<file path="config.mk">
export PLATFORM = sky130hd
export DESIGN_NAME = md5_block_compression_top_flat
export DESIGN_NICKNAME = d
export VERILOG_FILES = /design/src/rtl/md5_pkg.sv /design/src/rtl/md5_in_if.sv /design/src/rtl/md5_out_if.sv /design/src/rtl/md5_step.sv /design/src/rtl/md5_block_compression_top.sv /design/src/flat_wrapper.sv
export SDC_FILE = /design/constraint.sdc
export NUM_CORES = 2
export LEC_CHECK = 0
export BUFFER_PORTS_ARGS = -buffer_cell sky130_fd_sc_hd__buf_4
export CORE_ASPECT_RATIO = 0.8
export CORE_MARGIN = 2
export CORE_UTILIZATION = 40
export DETAILED_ROUTE_END_ITERATION = 16
export GPL_ROUTABILITY_DRIVEN = 0
export SLEW_MARGIN = 20
export SYNTH_ARGS = -nofsm -noshare
export SYNTH_HDL_FRONTEND = slang
export SYNTH_HIERARCHICAL = 1
export SYNTH_SLANG_ARGS = --single-unit
</file>
<file path="constraint.sdc">
create_clock -name clk -period 11.05 [get_ports clk]
set_input_delay 1.105 -clock clk [delete_from_list [all_inputs] [get_ports clk]]
set_output_delay 1.105 -clock clk [all_outputs]
set_load 0.01 [all_outputs]
</file>
<file path="src/rtl/md5_pkg.sv">
// MD5 package: FSM state type, sine constants, rotation and message index lookup.
// No dependencies; imported by md5_step, md5_block_compression_top and the bench.
package md5_pkg;

  typedef enum logic [2:0] {
    ST_COLLECT,
    ST_PREP,
    ST_RUN,
    ST_ADD,
    ST_EMIT
  } md5_state_t;

  localparam logic [31:0] INIT_A_RST = 32'h67452301;
  localparam logic [31:0] INIT_B_RST = 32'hefcdab89;
  localparam logic [31:0] INIT_C_RST = 32'h98badcfe;
  localparam logic [31:0] INIT_D_RST = 32'h10325476;

  localparam logic [1:0] REG_INIT_A = 2'd0;
  localparam logic [1:0] REG_INIT_B = 2'd1;
  localparam logic [1:0] REG_INIT_C = 2'd2;
  localparam logic [1:0] REG_INIT_D = 2'd3;

  localparam logic [1:0] ROUND_F = 2'd0;
  localparam logic [1:0] ROUND_G = 2'd1;
  localparam logic [1:0] ROUND_H = 2'd2;
  localparam logic [1:0] ROUND_I = 2'd3;

  localparam logic [31:0] MD5_K [64] = '{
    32'hd76aa478, 32'he8c7b756, 32'h242070db, 32'hc1bdceee,
    32'hf57c0faf, 32'h4787c62a, 32'ha8304613, 32'hfd469501,
    32'h698098d8, 32'h8b44f7af, 32'hffff5bb1, 32'h895cd7be,
    32'h6b901122, 32'hfd987193, 32'ha679438e, 32'h49b40821,
    32'hf61e2562, 32'hc040b340, 32'h265e5a51, 32'he9b6c7aa,
    32'hd62f105d, 32'h02441453, 32'hd8a1e681, 32'he7d3fbc8,
    32'h21e1cde6, 32'hc33707d6, 32'hf4d50d87, 32'h455a14ed,
    32'ha9e3e905, 32'hfcefa3f8, 32'h676f02d9, 32'h8d2a4c8a,
    32'hfffa3942, 32'h8771f681, 32'h6d9d6122, 32'hfde5380c,
    32'ha4beea44, 32'h4bdecfa9, 32'hf6bb4b60, 32'hbebfbc70,
    32'h289b7ec6, 32'heaa127fa, 32'hd4ef3085, 32'h04881d05,
    32'hd9d4d039, 32'he6db99e5, 32'h1fa27cf8, 32'hc4ac5665,
    32'hf4292244, 32'h432aff97, 32'hab9423a7, 32'hfc93a039,
    32'h655b59c3, 32'h8f0ccc92, 32'hffeff47d, 32'h85845dd1,
    32'h6fa87e4f, 32'hfe2ce6e0, 32'ha3014314, 32'h4e0811a1,
    32'hf7537e82, 32'hbd3af235, 32'h2ad7d2bb, 32'heb86d391
  };

  // Left-rotate amount for a step.
  function automatic logic [4:0] md5_rot(input logic [5:0] step);
    logic [4:0] s;
    unique case ({step[5:4], step[1:0]})
      4'd0:  s = 5'd7;
      4'd1:  s = 5'd12;
      4'd2:  s = 5'd17;
      4'd3:  s = 5'd22;
      4'd4:  s = 5'd5;
      4'd5:  s = 5'd9;
      4'd6:  s = 5'd14;
      4'd7:  s = 5'd20;
      4'd8:  s = 5'd4;
      4'd9:  s = 5'd11;
      4'd10: s = 5'd16;
      4'd11: s = 5'd23;
      4'd12: s = 5'd6;
      4'd13: s = 5'd10;
      4'd14: s = 5'd15;
      4'd15: s = 5'd21;
    endcase
    return s;
  endfunction

  // Message word used by a step (mod 16 arithmetic only needs the low nibble).
  function automatic logic [3:0] md5_msg_idx(input logic [5:0] step);
    logic [3:0] l;
    logic [3:0] g;
    l = step[3:0];
    unique case (step[5:4])
      ROUND_F: g = l;
      ROUND_G: g = 4'(l * 4'd5 + 4'd1);
      ROUND_H: g = 4'(l * 4'd3 + 4'd5);
      ROUND_I: g = 4'(l * 4'd7);
    endcase
    return g;
  endfunction

endpackage

</file>
<file path="src/rtl/md5_in_if.sv">
// Input channel: valid/ready handshake with one message word per transfer.
// No dependencies.
interface md5_in_if;
  logic        valid;
  logic        ready;
  logic [31:0] message_word;
  logic        new_message;

  modport source (output valid, output message_word, output new_message, input ready);
  modport sink   (input valid, input message_word, input new_message, output ready);
endinterface

</file>
<file path="src/rtl/md5_out_if.sv">
// Result channel: valid/ready handshake with one digest word per transfer.
// No dependencies.
interface md5_out_if;
  logic        valid;
  logic        ready;
  logic [31:0] digest_word;
  logic [1:0]  word_index;
  logic        last;

  modport source (output valid, output digest_word, output word_index, output last,
                  input ready);
  modport sink   (input valid, input digest_word, input word_index, input last,
                  output ready);
endinterface

</file>
<file path="src/rtl/md5_step.sv">
// Shared MD5 step unit: round function, add, rotate, add.
// Depends on md5_pkg.
module md5_step (
  input  logic [5:0]  step,
  input  logic [31:0] a,
  input  logic [31:0] b,
  input  logic [31:0] c,
  input  logic [31:0] d,
  input  logic [31:0] km,     // K[step] + M[g(step)], precomputed
  output logic [31:0] new_b
);
  import md5_pkg::*;

  logic [31:0] f;
  logic [31:0] t;
  logic [63:0] rot_w;
  logic [4:0]  s;

  always_comb begin
    unique case (step[5:4])
      ROUND_F: f = d ^ (b & (c ^ d));
      ROUND_G: f = c ^ (d & (b ^ c));
      ROUND_H: f = b ^ c ^ d;
      ROUND_I: f = c ^ (b | ~d);
    endcase
  end

  assign s     = md5_rot(step);
  assign t     = a + f + km;
  assign rot_w = {t, t} << s;
  assign new_b = b + rot_w[63:32];

endmodule

</file>
<file path="src/rtl/md5_block_compression_top.sv">
// MD5 block compression top level: word buffer, step sequencer, chaining value, APB regs.
// Depends on md5_pkg, md5_in_if, md5_out_if and md5_step.
//
// Usage:
//   in_ch transfers one 32-bit message word (little-endian assembled) per cycle while
//   in_ch.ready is high. new_message on a word reloads the chaining value from the
//   init registers and restarts the block at word 0. The transfer of word 15 starts
//   compression: a prep state, 64 steps (one step per cycle through the shared
//   md5_step unit) and the final add. Then four results a, b, c, d appear on out_ch,
//   one per transfer, last set on d.
//   in_ch.ready is low from the word-15 transfer until the last result is taken; a
//   stalled receiver simply holds the current result and the block waits.
//   APB (psel/penable/pwrite, paddr[3:2] selects init_a..init_d) writes the init
//   registers; write only while idle. Reads return the register value.
//   Reset (rst_n low, synchronous): init registers and chaining value go to the
//   standard MD5 IV, word position to 0, no result pending.
module md5_block_compression_top (
  input  logic         clk,
  input  logic         rst_n,
  md5_in_if.sink       in_ch,
  md5_out_if.source    out_ch,
  input  logic         psel,
  input  logic         penable,
  input  logic         pwrite,
  input  logic [3:0]   paddr,
  input  logic [31:0]  pwdata,
  output logic [31:0]  prdata,
  output logic         pready
);
  import md5_pkg::*;

  md5_state_t  state_r, state_nxt;
  logic [3:0]  pos_r, pos_nxt;
  logic [5:0]  step_r, step_nxt;
  logic [1:0]  emit_r, emit_nxt;

  logic [31:0] init_r [4];
  logic [31:0] cv_r   [4];
  logic [31:0] buf_r  [16];     // block buffer, undefined until written
  logic [31:0] a_r, b_r, c_r, d_r;
  logic [31:0] km_r;            // K + M for the step held in step_r

  logic        in_xfer;
  logic        out_xfer;
  logic        cfg_wr;
  logic [3:0]  wr_pos;
  logic [5:0]  km_step;
  logic [31:0] km_nxt;
  logic [31:0] step_b;

  assign pready   = 1'b1;
  assign cfg_wr   = psel && penable && pwrite && pready;
  assign prdata   = init_r[paddr[3:2]];

  assign in_ch.ready = (state_r == ST_COLLECT);
  assign in_xfer     = in_ch.valid && in_ch.ready;
  assign out_xfer    = out_ch.valid && out_ch.ready;

  // new_message restarts the block at position 0
  assign wr_pos = in_ch.new_message ? 4'd0 : pos_r;

  // Prefetch K + M one step ahead; in prep this is step 0
  assign km_step = (state_r == ST_RUN) ? 6'(step_r + 6'd1) : 6'd0;
  assign km_nxt  = MD5_K[km_step] + buf_r[md5_msg_idx(km_step)];

  md5_step u_step (
    .step  (step_r),
    .a     (a_r),
    .b     (b_r),
    .c     (c_r),
    .d     (d_r),
    .km    (km_r),
    .new_b (step_b)
  );

  // Sequencer
  always_comb begin
    state_nxt = state_r;
    pos_nxt   = pos_r;
    step_nxt  = step_r;
    emit_nxt  = emit_r;
    unique case (state_r)
      ST_COLLECT: begin
        if (in_xfer) begin
          if (wr_pos == 4'd15) begin
            pos_nxt   = 4'd0;
            state_nxt = ST_PREP;
          end else begin
            pos_nxt = 4'(wr_pos + 4'd1);
          end
        end
      end
      ST_PREP: begin
        step_nxt  = 6'd0;
        state_nxt = ST_RUN;
      end
      ST_RUN: begin
        step_nxt = 6'(step_r + 6'd1);
        if (step_r == 6'd63) begin
          state_nxt = ST_ADD;
        end
      end
      ST_ADD: begin
        emit_nxt  = 2'd0;
        state_nxt = ST_EMIT;
      end
      ST_EMIT: begin
        if (out_xfer) begin
          emit_nxt = 2'(emit_r + 2'd1);
          if (emit_r == 2'd3) begin
            state_nxt = ST_COLLECT;
          end
        end
      end
      default: state_nxt = ST_COLLECT;
    endcase
  end

  always_ff @(posedge clk) begin
    if (!rst_n) begin
      state_r <= ST_COLLECT;
      pos_r   <= 4'd0;
      step_r  <= 6'd0;
      emit_r  <= 2'd0;
    end else begin
      state_r <= state_nxt;
      pos_r   <= pos_nxt;
      step_r  <= step_nxt;
      emit_r  <= emit_nxt;
    end
  end

  // Init registers
  always_ff @(posedge clk) begin
    if (!rst_n) begin
      init_r[REG_INIT_A] <= INIT_A_RST;
      init_r[REG_INIT_B] <= INIT_B_RST;
      init_r[REG_INIT_C] <= INIT_C_RST;
      init_r[REG_INIT_D] <= INIT_D_RST;
    end else if (cfg_wr) begin
      init_r[paddr[3:2]] <= pwdata;
    end
  end

  // Chaining value: reload on new_message, accumulate after the last step
  always_ff @(posedge clk) begin
    if (!rst_n) begin
      cv_r[0] <= INIT_A_RST;
      cv_r[1] <= INIT_B_RST;
      cv_r[2] <= INIT_C_RST;
      cv_r[3] <= INIT_D_RST;
    end else if (in_xfer && in_ch.new_message) begin
      cv_r <= init_r;
    end else if (state_r == ST_ADD) begin
      cv_r[0] <= cv_r[0] + a_r;
      cv_r[1] <= cv_r[1] + b_r;
      cv_r[2] <= cv_r[2] + c_r;
      cv_r[3] <= cv_r[3] + d_r;
    end
  end

  // Block buffer
  always_ff @(posedge clk) begin
    if (in_xfer) begin
      buf_r[wr_pos] <= in_ch.message_word;
    end
  end

  // Working registers
  always_ff @(posedge clk) begin
    km_r <= km_nxt;
    if (state_r == ST_PREP) begin
      a_r <= cv_r[0];
      b_r <= cv_r[1];
      c_r <= cv_r[2];
      d_r <= cv_r[3];
    end else if (state_r == ST_RUN) begin
      a_r <= d_r;
      b_r <= step_b;
      c_r <= b_r;
      d_r <= c_r;
    end
  end

  // Results straight from the chaining value registers
  assign out_ch.valid       = (state_r == ST_EMIT);
  assign out_ch.digest_word = cv_r[emit_r];
  assign out_ch.word_index  = emit_r;
  assign out_ch.last        = (emit_r == 2'd3);

endmodule

</file>
<file path="src/flat_wrapper.sv">
// flat-port wrapper written by rule: the top's interface ports become plain ports
module md5_block_compression_top_flat import md5_pkg::*;
  (clk, rst_n, psel, penable, pwrite, paddr, pwdata, prdata, pready, in_ch_valid, in_ch_message_word, in_ch_new_message, in_ch_ready, out_ch_valid, out_ch_digest_word, out_ch_word_index, out_ch_last, out_ch_ready);
  md5_in_if in_ch_i ();
  md5_out_if out_ch_i ();
  input  logic clk;
  input  logic rst_n;
  input  logic psel;
  input  logic penable;
  input  logic pwrite;
  input  logic [3:0] paddr;
  input  logic [31:0] pwdata;
  output logic [31:0] prdata;
  output logic pready;
  input wire logic [$bits(in_ch_i.valid)-1:0] in_ch_valid;
  input wire logic [$bits(in_ch_i.message_word)-1:0] in_ch_message_word;
  input wire logic [$bits(in_ch_i.new_message)-1:0] in_ch_new_message;
  output wire logic [$bits(in_ch_i.ready)-1:0] in_ch_ready;
  output wire logic [$bits(out_ch_i.valid)-1:0] out_ch_valid;
  output wire logic [$bits(out_ch_i.digest_word)-1:0] out_ch_digest_word;
  output wire logic [$bits(out_ch_i.word_index)-1:0] out_ch_word_index;
  output wire logic [$bits(out_ch_i.last)-1:0] out_ch_last;
  input wire logic [$bits(out_ch_i.ready)-1:0] out_ch_ready;
  assign in_ch_i.valid = in_ch_valid;
  assign in_ch_i.message_word = in_ch_message_word;
  assign in_ch_i.new_message = in_ch_new_message;
  assign in_ch_ready = in_ch_i.ready;
  assign out_ch_valid = out_ch_i.valid;
  assign out_ch_digest_word = out_ch_i.digest_word;
  assign out_ch_word_index = out_ch_i.word_index;
  assign out_ch_last = out_ch_i.last;
  assign out_ch_i.ready = out_ch_ready;
  md5_block_compression_top u_core (.clk(clk), .rst_n(rst_n), .in_ch(in_ch_i), .out_ch(out_ch_i), .psel(psel), .penable(penable), .pwrite(pwrite), .paddr(paddr), .pwdata(pwdata), .prdata(prdata), .pready(pready));
endmodule
</file>
==> impl_metrics.toml <==
[run_status]
status = "complete, no violations"

[final_layout]
fillers = 13600
drive_above_1_share = 0.115
layout.nets = 6284
area_delta_synth_final_pct = 10.7
final_util = 0.444

[logic_synthesis]
synth-edff-count = 640
synth_top_cells_by_area = "edfxtp_1, dfxtp_1, nand2_1"
synth_area_per_cell_um2 = 9.58
yosysMostFrequentCell = "nand2_1"
yosysSeqAreaShare = 0.442
synth_cells = 5972
async_flop_share = 0
synth_nets = 6333
yosysTopAreaCell = "edfxtp_1"
synth_top_area_frac = 0.336
synth.distinct_cells = 106
yosys_warnings = 6
synth_common_cells = "nand2_1, edfxtp_1, a21oi_1"
syn_area_um2 = 57200
synth-main-ff-cell = "edfxtp_1"
synth_seq_cells = 943

[global_route]
grt_overflow = 0
grt.total_usage = 0.250
grt_pass1_wl_um = 280000
grt_pass1_vias = 43500
grt_max_degree = 147
antenna_found_initial = 10

[route]
antenna_left = 0
first_iter_violations = 5825
wl_um = 188000
vias = 47800
wl_met2_um = 80400
routed.top_layer = "met5"
first_pass_iters = 10
wire_per_inst_um = 23.8
route.detailed.drc = 0
wl_met3_um = 17800
avgViaCountPerCell = 6.05
wl_met1_um = 84400

[clock_network]
cts_sinks = 943
cts_root_buffer = "clkbuf_16"
post_cts_buffers = 0
cts_tree = "yes"
postCtsHoldBufs = 0
cts_buffers = 100
cts_resized = 0
clk_latency_ps = 770
clk_pin_slew_ps = 60
htree_levels = 3
cts_max_path_buffers = 3

[sta]
worst_slack_ps = 542
skew_ps = 83.4
rsz0062_at_grt = "no"
setup_violations = 0
fin_tns_setup_ps = 0
finalHoldViolCount = 0
fmax_mhz = 95.2
maxSlewHeadroom = 0.131
whs_ps = 477
period_minus_slack_ps = 10510
worstMarginPinSlew_ps = 1300
period_share = 0.951
slew_viol_final = 0

[power_and_ir_drop]
finalPower_uw = 8880
powerDensity_nw_per_um2 = 140
ir_drop_mv = 0.128
power.leakage_uw = 0.0238

[floorplan]
die_y_um = 342
fp-row-count = 124
fp.coreArea_um2 = 142000
die_w_um = 427
io_pins = 146
dieArea_um2 = 146000
start_util = 0.402

[critical_path]
worst_setup_path_start_kind = "register"
rr_worst_depth = 32
crit_cells = 32
crit_family = "compound AO/OA/AOI/OAI gates"
crit_fanout = 55
cpMostUsedCell = "a21oi_1"
cpPeakStageDelay_ps = 860
critical_path_class = "reg2reg"
crit_buf_inv = 1
worst_setup_path_end_kind = "register"
slowest_stage = "dfxtp_4"
required_ps = 11540
worstPathArrival_ps = 11000

[min_path]
whs_path_depth = 2
hp-class = "reg2reg"

[placed_design]
dp.final_hpwl_um = 126000
place_ws_ps = 1110
portBuffers = 142

[flow_run]
max-cap-violations = 0
## flip-flops by register name, summed over array words and instances, names as in the netlist
name	flops
u_core/step_r	6
u_core/c_r	32
u_core/init_r	128
u_core/out_ch.word_index	2
u_core/d_r	32
u_core/state_r	3
u_core/pos_r	4
u_core/km_r	32
u_core/b_r	32
u_core/buf_r	512
u_core/cv_r	128
u_core/a_r	32
## layer usage
metal,track usage,up-vias
li1,-,22000
met5,0,-
met4,0.0723,6
met2,0.361,2111
met3,0.0585,349
met1,0.369,23300
## where the power goes
group / switching [uW] / internal, uW
Sequential: 40.6 / 3840
Combinational: 968 / 638
Clock: 1500 / 1890
Total: 2510 / 6370
## kinds of logic after synthesis
logic type,count (synthesis),synth area share
AOI/OAI and AO/OA,1590,0.183
xor gates and xnor gates,243,0.0378
adders and majority gates,285,0.0677
buffers and inverters,548,0.0372
DFF,943,0.442
muxes,297,0.0702
other,1,0.0000656
and+or+nand+nor,2065,0.162
## final cells by class
| type | count | area, um2 | share of cell area |
|---|---|---|---|
| well taps | 1890 | 2360 | 0.0374 |
| repair buffers | 228 | 1760 | 0.0278 |
| clock inverters | 53 | 543 | 0.00858 |
| flip-flops and latches | 943 | 25300 | 0.400 |
| clock buffers | 136 | 2760 | 0.0436 |
| diodes | 1 | 2.50 | 0.0000395 |
| inverters | 169 | 642 | 0.0101 |
| multi-input cells | 4481 | 29900 | 0.473 |
## metrics by stage
step,area [um2],cells
3_3_place_gp,60000,7710
3_5_place_dp,60000,7710
2_1_floorplan,57200,5972
6_report,63300,7901
4_1_cts,63300,7899
5_1_grt,63300,7900
## worst reg2reg max path, delay by kind of cell (launching register included)
| family | cells | cell delay (ps) |
|---|---|---|
| xor+xnor | 3 | 670 |
| flops | 1 | 860 |
| compound gates | 14 | 4390 |
| simple gates | 7 | 1810 |
| fa+ha+maj | 3 | 1180 |
| mux | 4 | 880 |
| buf+inv | 1 | 500 |
## cell usage in the layout, fill, tap and decap left out, types with 49 or more instances in the layout
cell type,instances
mux2_2,147
a211oi_1,59
buf_4,225
and3_1,94
nor3_1,77
mux4_2,68
nor2b_1,49
xnor2_1,140
ha_1,244
a311oi_1,99
clkbuf_16,103
a21oi_1,474
nor2_1,303
a221oi_1,56
dfxtp_1,299
inv_1,165
o22ai_1,52
nand3_1,245
a31oi_1,86
mux2i_1,78
xor2_1,98
a22oi_1,70
edfxtp_1,640
o21ai_0,257
nand2_1,1056
a21o_1,104
## path summary, 6_finish.rpt
kind / to / startpoint / slack [ps]
worst max register to register: u_core/b_r[31] / u_core/step_r[4] / 540
worst min-delay path: u_core/init_r[41] / u_core/init_r[41] / 480
worst min register to register: u_core/init_r[41] / u_core/init_r[41] / 480
worst max-delay path: u_core/b_r[31] / u_core/step_r[4] / 540
Note: power is estimated with default switching activity, not from simulation.
